===== src/sv/assert_macros.svh =====
// ----------------------------------------------------------------------------
// Assertion macros
// Shared concurrent assertion forms, clocked on clk and disabled in reset.
// ----------------------------------------------------------------------------
`ifndef ASSERT_MACROS_SVH
`define ASSERT_MACROS_SVH

// Same-cycle implication.
`define GFV_ASSERT_IMPL(label, trig, cons, msg) \
  label: assert property (@(posedge clk) disable iff (!rst_n) (trig) |-> (cons)) else $error(msg);

// Next-cycle implication.
`define GFV_ASSERT_NEXT(label, trig, cons, msg) \
  label: assert property (@(posedge clk) disable iff (!rst_n) (trig) |=> (cons)) else $error(msg);

`endif


===== src/sv/gfv_pkg.sv =====
// ----------------------------------------------------------------------------
// GPS frame validator package
// Shared types, framing constants and the hex digit decoder.
// ----------------------------------------------------------------------------
`timescale 1ns / 1ps

package gfv_pkg;

  // Configured frame protocol.
  typedef enum logic [1:0] {
    PROTO_UBX  = 2'd0,
    PROTO_NMEA = 2'd1,
    PROTO_BIN  = 2'd2,
    PROTO_AUTO = 2'd3
  } proto_t;

  // Result codes reported with each closed frame.
  typedef enum logic [2:0] {
    RSN_OK           = 3'd0,
    RSN_LENGTH       = 3'd1,
    RSN_FRAMING      = 3'd2,
    RSN_LEN_MISMATCH = 3'd3,
    RSN_NO_STAR      = 3'd4,
    RSN_CHECKSUM     = 3'd5,
    RSN_PROTOCOL     = 3'd6
  } reason_t;

  // Fixed-width per-frame state, as seen after the current byte.
  typedef struct packed {
    logic [5:0][7:0] hdr;   // frame bytes 0 to 5
    logic [4:0][7:0] tail;  // last five bytes, entry 0 newest
    logic [7:0]      fa;    // Fletcher sum A
    logic [7:0]      fb;    // Fletcher sum B
    logic [15:0]     ws;    // wrapping word sum
    logic [5:0][7:0] xw;    // running XOR history, entry 0 newest
  } frame_view_t;

  localparam logic [7:0]  UBX_SYNC1    = 8'hB5;
  localparam logic [7:0]  UBX_SYNC2    = 8'h62;
  localparam logic [7:0]  BIN_START1   = 8'hA0;
  localparam logic [7:0]  BIN_START2   = 8'hA2;
  localparam logic [7:0]  BIN_END1     = 8'hB0;
  localparam logic [7:0]  BIN_END2     = 8'hB3;
  localparam logic [15:0] BIN_SUM_MASK = 16'h7FFF;
  localparam logic [7:0]  CHAR_DOLLAR  = 8'h24;
  localparam logic [7:0]  CHAR_STAR    = 8'h2A;
  localparam int          FRAME_OVERHEAD = 8;
  localparam int          UBX_MIN_LEN  = 8;
  localparam int          NMEA_MIN_LEN = 10;
  localparam int          BIN_MIN_LEN  = 10;
  localparam logic [4:0]  HEX_NONE     = 5'd16;

  // Case-insensitive hex digit value; HEX_NONE for any other character.
  function automatic logic [4:0] hex_value(input logic [7:0] c);
    logic [4:0] v;
    v = HEX_NONE;
    if (c >= 8'h30 && c <= 8'h39) begin
      v = 5'(c - 8'h30);
    end else if (c >= 8'h61 && c <= 8'h66) begin
      v = 5'(c - 8'h57);
    end else if (c >= 8'h41 && c <= 8'h46) begin
      v = 5'(c - 8'h37);
    end
    return v;
  endfunction

endpackage


===== src/sv/gfv_accum.sv =====
// ----------------------------------------------------------------------------
// GPS frame validator accumulator
// Holds the running sums, windows and byte count of the frame in progress.
// ----------------------------------------------------------------------------
`timescale 1ns / 1ps

module gfv_accum
  import gfv_pkg::*;
#(
  parameter  int MAX_BYTES = 1024,
  localparam int CNT_W     = $clog2(MAX_BYTES + 2)
) (
  input  logic             clk,
  input  logic             rst_n,
  input  logic             adv_i,
  input  logic [7:0]       byte_i,
  input  logic             last_i,
  output logic [CNT_W-1:0] count_nxt_o,
  output frame_view_t      view_nxt_o
);

  logic [CNT_W-1:0] count_r, count_nxt;
  frame_view_t      view_r, view_nxt;

  // Fold the current word into the frame state.
  always_comb begin
    view_nxt  = view_r;
    count_nxt = count_r;
    for (int i = 0; i < 6; i++) begin
      if (count_r == CNT_W'(i)) begin
        view_nxt.hdr[i] = byte_i;
      end
    end
    view_nxt.tail[0] = byte_i;
    for (int k = 1; k < 5; k++) begin
      view_nxt.tail[k] = view_r.tail[k-1];
    end
    view_nxt.xw[0] = view_r.xw[0] ^ ((count_r != '0) ? byte_i : 8'h00);
    for (int k = 1; k < 6; k++) begin
      view_nxt.xw[k] = view_r.xw[k-1];
    end
    // The Fletcher sums lag two bytes behind, the word sum four.
    if (count_r >= CNT_W'(4)) begin
      view_nxt.fa = view_r.fa + view_r.tail[1];
      view_nxt.fb = view_r.fb + view_nxt.fa;
    end
    if (count_r >= CNT_W'(8)) begin
      view_nxt.ws = view_r.ws + {8'h00, view_r.tail[3]};
    end
    // Saturate one past the maximum so that long frames stay flagged.
    if (count_r <= CNT_W'(MAX_BYTES)) begin
      count_nxt = count_r + CNT_W'(1);
    end
  end

  // State register; a closing word returns everything to zero.
  always_ff @(posedge clk) begin
    if (!rst_n) begin
      count_r <= '0;
      view_r  <= '0;
    end else if (adv_i) begin
      if (last_i) begin
        count_r <= '0;
        view_r  <= '0;
      end else begin
        count_r <= count_nxt;
        view_r  <= view_nxt;
      end
    end
  end

  assign count_nxt_o = count_nxt;
  assign view_nxt_o  = view_nxt;

endmodule


===== src/sv/gfv_check.sv =====
// ----------------------------------------------------------------------------
// GPS frame validator checks
// Derives the result code of a frame from its state after the closing byte.
// ----------------------------------------------------------------------------
`timescale 1ns / 1ps

module gfv_check
  import gfv_pkg::*;
#(
  parameter  int MIN_BYTES = 8,
  parameter  int MAX_BYTES = 1024,
  localparam int CNT_W     = $clog2(MAX_BYTES + 2)
) (
  input  proto_t           proto_i,
  input  logic [CNT_W-1:0] count_i,
  input  frame_view_t      view_i,
  output reason_t          reason_o
);

  localparam int LW = (CNT_W > 17) ? CNT_W : 17;

  logic [LW-1:0]   n;
  logic [LW-1:0]   ubx_len;
  logic [LW-1:0]   bin_len;
  logic [4:0][4:0] hx;
  logic [4:0][7:0] star_val;
  logic            nmea_hit;
  logic            nmea_bad;
  reason_t         reason;

  assign n       = LW'(count_i);
  assign ubx_len = LW'({view_i.hdr[5], view_i.hdr[4]}) + LW'(FRAME_OVERHEAD);
  assign bin_len = LW'({view_i.hdr[2], view_i.hdr[3]}) + LW'(FRAME_OVERHEAD);

  // Expected NMEA checksum for each possible '*' position in the tail.
  always_comb begin
    for (int j = 0; j < 5; j++) begin
      hx[j] = hex_value(view_i.tail[j]);
    end
    star_val[0] = 8'h00;
    star_val[1] = (hx[0] != HEX_NONE) ? {4'h0, hx[0][3:0]} : 8'h00;
    for (int k = 2; k < 5; k++) begin
      star_val[k] = 8'h00;
      if (hx[k-1] != HEX_NONE) begin
        star_val[k] = {4'h0, hx[k-1][3:0]};
        if (hx[k-2] != HEX_NONE) begin
          star_val[k] = {hx[k-1][3:0], hx[k-2][3:0]};
        end
      end
    end
  end

  // The earliest '*' in the tail wins, so the oldest entry is taken last.
  always_comb begin
    nmea_hit = 1'b0;
    nmea_bad = 1'b0;
    for (int k = 0; k < 5; k++) begin
      if (view_i.tail[k] == CHAR_STAR) begin
        nmea_hit = 1'b1;
        nmea_bad = (view_i.xw[k+1] != star_val[k]);
      end
    end
  end

  // Checks in order of precedence.
  always_comb begin
    priority if (n < LW'(MIN_BYTES) || n > LW'(MAX_BYTES)) begin
      reason = RSN_LENGTH;
    end else if (proto_i == PROTO_UBX) begin
      priority if (n < LW'(UBX_MIN_LEN)) begin
        reason = RSN_LENGTH;
      end else if (view_i.hdr[0] != UBX_SYNC1 || view_i.hdr[1] != UBX_SYNC2) begin
        reason = RSN_FRAMING;
      end else if (n != ubx_len) begin
        reason = RSN_LEN_MISMATCH;
      end else if (view_i.fa != view_i.tail[1] || view_i.fb != view_i.tail[0]) begin
        reason = RSN_CHECKSUM;
      end else begin
        reason = RSN_OK;
      end
    end else if (proto_i == PROTO_NMEA) begin
      priority if (n < LW'(NMEA_MIN_LEN)) begin
        reason = RSN_LENGTH;
      end else if (view_i.hdr[0] != CHAR_DOLLAR) begin
        reason = RSN_FRAMING;
      end else if (!nmea_hit) begin
        reason = RSN_NO_STAR;
      end else if (nmea_bad) begin
        reason = RSN_CHECKSUM;
      end else begin
        reason = RSN_OK;
      end
    end else if (proto_i == PROTO_BIN) begin
      priority if (n < LW'(BIN_MIN_LEN)) begin
        reason = RSN_LENGTH;
      end else if (view_i.hdr[0] != BIN_START1 || view_i.hdr[1] != BIN_START2 ||
                   view_i.tail[1] != BIN_END1 || view_i.tail[0] != BIN_END2) begin
        reason = RSN_FRAMING;
      end else if (n != bin_len) begin
        reason = RSN_LEN_MISMATCH;
      end else if ((view_i.ws & BIN_SUM_MASK) != {view_i.tail[3], view_i.tail[2]}) begin
        reason = RSN_CHECKSUM;
      end else begin
        reason = RSN_OK;
      end
    end else begin
      reason = RSN_PROTOCOL;
    end
  end

  assign reason_o = reason;

endmodule


===== src/sv/gps_frame_validator.sv =====
// A closing byte accepted into the input register has its checks written to the result
// register when it advances; it waits there while a held result is stalled.
// Throughput: one byte per cycle; the state update and checks sit between the
// input register and the result register, so the only stall is a held result.
// Reset (rst_n low, synchronous) empties both registers, zeroes the frame state
// and selects the UBX protocol.
// ----------------------------------------------------------------------------
// GPS frame validator
// Checks UBX, NMEA and binary A0A2 frames byte by byte and reports per frame.
// ----------------------------------------------------------------------------
`timescale 1ns / 1ps
`include "assert_macros.svh"

module gps_frame_validator
  import gfv_pkg::*;
#(
  parameter int MIN_BYTES = 8,
  parameter int MAX_BYTES = 1024
) (
  input  logic       clk,
  input  logic       rst_n,
  input  logic       cfg_wr_en,
  input  logic [1:0] cfg_wdata,
  input  logic       in_valid,
  output logic       in_stall,
  input  logic [7:0] in_rx_byte,
  input  logic       in_frame_end,
  output logic       out_valid,
  input  logic       out_stall,
  output logic       out_frame_ok,
  output logic [2:0] out_fail_reason
);

  localparam int CNT_W = $clog2(MAX_BYTES + 2);

  proto_t           proto_r;
  logic             s1_valid_r, s1_valid_nxt;
  logic [7:0]       s1_byte_r;
  logic             s1_last_r;
  logic             out_valid_r;
  logic             out_ok_r;
  reason_t          out_reason_r;
  logic             advance;
  logic             in_take;
  logic [CNT_W-1:0] count_nxt;
  frame_view_t      view_nxt;
  reason_t          reason;

  // Configuration register.
  always_ff @(posedge clk) begin
    if (!rst_n) begin
      proto_r <= PROTO_UBX;
    end else if (cfg_wr_en) begin
      proto_r <= proto_t'(cfg_wdata);
    end
  end

  // A non-final word always moves on; a closing word needs the result slot.
  assign advance = s1_valid_r && (!s1_last_r || !out_valid_r || !out_stall);
  assign in_stall = s1_valid_r && !advance;
  assign in_take  = in_valid && !in_stall;
  assign s1_valid_nxt = in_take ? 1'b1 : (advance ? 1'b0 : s1_valid_r);

  // Input register.
  always_ff @(posedge clk) begin
    if (!rst_n) begin
      s1_valid_r <= 1'b0;
    end else begin
      s1_valid_r <= s1_valid_nxt;
    end
    if (in_take) begin
      s1_byte_r <= in_rx_byte;
      s1_last_r <= in_frame_end;
    end
  end

  gfv_accum #(
    .MAX_BYTES (MAX_BYTES)
  ) u_accum (
    .clk         (clk),
    .rst_n       (rst_n),
    .adv_i       (advance),
    .byte_i      (s1_byte_r),
    .last_i      (s1_last_r),
    .count_nxt_o (count_nxt),
    .view_nxt_o  (view_nxt)
  );

  gfv_check #(
    .MIN_BYTES (MIN_BYTES),
    .MAX_BYTES (MAX_BYTES)
  ) u_check (
    .proto_i  (proto_r),
    .count_i  (count_nxt),
    .view_i   (view_nxt),
    .reason_o (reason)
  );

  // Result register.
  always_ff @(posedge clk) begin
    if (!rst_n) begin
      out_valid_r <= 1'b0;
    end else if (advance && s1_last_r) begin
      out_valid_r <= 1'b1;
    end else if (!out_stall) begin
      out_valid_r <= 1'b0;
    end
    if (advance && s1_last_r) begin
      out_ok_r     <= (reason == RSN_OK);
      out_reason_r <= reason;
    end
  end

  assign out_valid       = out_valid_r;
  assign out_frame_ok    = out_ok_r;
  assign out_fail_reason = out_reason_r;

  // Checks on the block's own control.
  `GFV_ASSERT_IMPL(a_ok_matches_reason, out_valid, out_frame_ok == (out_fail_reason == RSN_OK), "frame_ok disagrees with fail_reason")
  `GFV_ASSERT_IMPL(a_stall_needs_word, in_stall, s1_valid_r && s1_last_r, "stall without a waiting closing word")
  `GFV_ASSERT_NEXT(a_close_gives_result, advance && s1_last_r, out_valid, "closing word gave no result")
  `GFV_ASSERT_NEXT(a_held_result_stable, out_valid && out_stall, $stable(out_fail_reason) && out_valid, "held result disturbed")

endmodule


===== config.mk =====
export PLATFORM = sky130hd
export DESIGN_NAME = gps_frame_validator
export DESIGN_NICKNAME = d
export VERILOG_FILES = /design/src/sv/gfv_pkg.sv /design/src/sv/gfv_accum.sv /design/src/sv/gfv_check.sv /design/src/sv/gps_frame_validator.sv
export VERILOG_INCLUDE_DIRS = /design/src /design/src/sv
export SDC_FILE = /design/constraint.sdc
export NUM_CORES = 1
export LEC_CHECK = 0
export BUFFER_PORTS_ARGS = -buffer_cell sky130_fd_sc_hd__buf_2
export CORE_MARGIN = 4
export CORE_UTILIZATION = 35
export DETAILED_ROUTE_END_ITERATION = 7
export HOLD_SLACK_MARGIN = 0.12
export PLACE_DENSITY = 0.55
export SLEW_MARGIN = 20
export SYNTH_ARGS = -nofsm -noshare
export SYNTH_HDL_FRONTEND = slang
export SYNTH_SLANG_ARGS = --single-unit

===== constraint.sdc =====
create_clock -name clk -period 9.75 [get_ports clk]
set_clock_uncertainty 0.05 [all_clocks]
set_input_delay 0.975 -clock clk [delete_from_list [all_inputs] [get_ports clk]]
set_output_delay 0.975 -clock clk [all_outputs]
set_load 0.02 [all_outputs]

==> metrics <==
syn avg cell area about 8.0 µm²; post-synthesis async set-or-reset flop share 0; remaining global-route overflow 0; Final nets between 1500 and 2000; Post-CTS Resized 0; adder-cell share of the synthesized area 0.0478; cell area after layout 0.0138 mm²; Tmin final 5470 ps; compound-gate portion of the synthesized area 0.229; routed len/inst between 20 and 25 µm; Final period util 0.561; Routed Wire Length roughly 42 mm; RD Place Congestion just over 0.9; pre-CTS setup slack roughly 4400 ps; layout cells sized above 1 0.0669; Synth-to-Final Area Change 7.86%; total track usage 0.211; Yosys top cell area share 0.260; vias per cell between 5 and 6; CP delay by family, top simple AND/OR/NAND/NOR gates; Slew Limit Fails 0; Cells after Synth 1602; final setup margin about 4300 ps; Post-Syn Nets 1665; H-tree levels 4; Final Setup Violations 0; CTS root buf clkbuf_16; YS warnings 0; Commonest cells post-synth dfxtp_1, nand2_1, nand3_1, nor2_1, a21oi_1; Worst-Margin Slew 1080 ps; initial antenna violation count 0; final non-filler cell total about 2000; Post-synth EDFFs 13; Worst IR Drop VDD between 100 and 150 µV; Post-CTS Setup Bufs 0; total power 1.60 mW; post-DP HPWL about 29 mm; Core Box Area 0.0357 mm²; Cells after DPL about 2000; CP max stage cell nand4_1; Clock Latency Late Sink about 460 ps; utilization after layout 0.385; DRT iter0 DRCs between 900 and 1000; antenna-violating nets left 0; unrepaired setup endpoints after global routing no; antenna fix cells 0; setup TNS 0 ps; CTS tree built; largest net degree at the start of global routing 79; top cells by area, synth dfxtp_1, nand3_1, ha_1; I/O pins 22; LEAKAGE around 4.8 nW; largest area contributor in the synthesized netlist dfxtp_1; f_max between 150 and 200 MHz; XOR/XNOR share of the synthesized area 0.0811; Seq/Total Area, Yosys 0.291; Power Density about 120 mW/mm²; Synth Area in Simple Gates 0.271; top-count cell post-synth dfxtp_1; number of global-route vias before repair 11561; maximum clock path buffer count 2; post-synthesis mux area share 0.0343; Critical Path Sink Type flip-flop; Hold Crit Class reg2reg; Min Hold Slack 418 ps; ys flop type dfxtp_1; number of port buffers 21; CP Data Arrival Time between 5000 and 6000 ps; final-report hold violation count 0; clock tree sinks around 180; Starting Density 0.357; Startpoint Class flip-flop; relative slew slack 0.277; DR vias 12015; Worst EP required 9910 ps; Distinct cells, synth just over 90; crit-path max FO 18; # DRC 0; global-route wire length before repair 66.0 mm; CP cell instances nor3_2 > nand4_1 > mux2_2 > ha_1 > xnor3_1 > xor2_1 > a2111oi_0 > nand3_1 > nor4_1 > and3_1 > a21o_1 > o211a_1 > nor4bb_1; Seq cells post-synth 179; outcome finished clean; Hold Buf Count CTS 0; Cell Rows between 60 and 70; Area after DPL approximately 0.013 mm²; Synth Cell Area between 0.01 and 0.015 mm²; Chip Height between 150 and 200 µm; worst setup path class reg2reg; largest family of logic cells by synthesized area simple AND/OR/NAND/NOR gates; clock slew at reported path FFs 80 ps; Buffers & Inverters on Critical Path 0; Max-cap violations 0; Slowest Stage Delay on Critical Path 830 ps; CTS Buf Count 17; die area between 0.03 and 0.04 mm²; Pre-antenna DRT Iters 5; die width 199 µm
[worst min-delay path, delay by kind of cell (launching register included)]
kind             cells  cell delay, ps
AO/OA/AOI/OAI        1              50
AND/OR/NAND/NOR      1              50
flip-flops           1             320
[per-layer routing]
layer	wire length [µm]	up-vias	global-route usage
met3	2120	66	0.0310
met4	1050	0	0.0686
met1	19700	5832	0.293
li1	-	5784	-
met5	0	-	0
met2	19000	333	0.339
[registers in the layout, summed over array words and instances, names as in the netlist]
name                flops
out_fail_reason         3
out_frame_ok            1
out_valid               1
proto_r                 2
s1_byte_r               8
s1_last_r               1
s1_valid_r              1
u_accum.count_r        11
u_accum.view_nxt_o     72
u_accum.view_r         79
[cells by family after synthesis]
| logic type | after synthesis |
|---|---|
| fa+ha+maj | 47 |
| mux | 41 |
| buf+inv | 148 |
| xor+xnor | 107 |
| flops | 179 |
| simple gates | 655 |
| compound gates | 425 |
[cells in the final DEF (no fill, tap or decap), types with 11 or more instances in the layout]
| cell | synthesis | layout |
|---|---|---|
| ha_1 | 44 | 44 |
| a21o_1 | 14 | 14 |
| nand3_1 | 112 | 112 |
| nand2b_1 | 14 | 14 |
| xnor2_1 | 58 | 58 |
| edfxtp_1 | 13 | 13 |
| nor2b_1 | 88 | 88 |
| o21ai_0 | 59 | 59 |
| nor2_1 | 109 | 109 |
| buf_4 | 1 | 19 |
| a22oi_1 | 72 | 72 |
| inv_1 | 40 | 40 |
| nor3_1 | 23 | 23 |
| a21boi_0 | 39 | 39 |
| nand2_1 | 145 | 144 |
| a21oi_1 | 89 | 89 |
| xor2_1 | 42 | 42 |
| and3_1 | 15 | 15 |
| nand4_1 | 23 | 23 |
| buf_2 | 7 | 21 |
| nor3b_1 | 11 | 11 |
| dfxtp_1 | 166 | 165 |
| a31oi_1 | 19 | 19 |
| clkbuf_16 | 0 | 19 |
| and2_1 | 20 | 20 |
| a32oi_1 | 11 | 11 |
| mux2i_1 | 31 | 31 |
| nor4_1 | 22 | 22 |
[report_power, final]
group | total [mW] | switching [mW] | internal, mW
registers | 0.753 | 0.00781 | 0.745
clock network | 0.719 | 0.349 | 0.370
logic | 0.127 | 0.0921 | 0.0349
[final cells by class]
| cell class | count | area, µm² |
|---|---|---|
| clock inverters | 13 | 123 |
| multi-input cells | 1275 | 8470 |
| well taps | 461 | 577 |
| repair buffers | 40 | 248 |
| clock buffers | 19 | 475 |
| fillers | 3698 | 22000 |
| flip-flops and latches | 179 | 3710 |
| inverters | 43 | 161 |
[final timing paths]
kind                                                          start                                  end  slack, ps  cells after the start
worst max-delay path                u_accum.count_r[5]$_SDFFE_PN0P_               out_frame_ok$_DFFE_PP_       4280                     13
worst min-delay path            u_accum.view_nxt_o[23]$_SDFFE_PN0P_  u_accum.view_nxt_o[23]$_SDFFE_PN0P_        420                      2
worst max register to register      u_accum.count_r[5]$_SDFFE_PN0P_               out_frame_ok$_DFFE_PP_       4280                     13
worst min register to register  u_accum.view_nxt_o[23]$_SDFFE_PN0P_  u_accum.view_nxt_o[23]$_SDFFE_PN0P_        420                      2
Note: power is estimated with default switching activity, not from simulation.
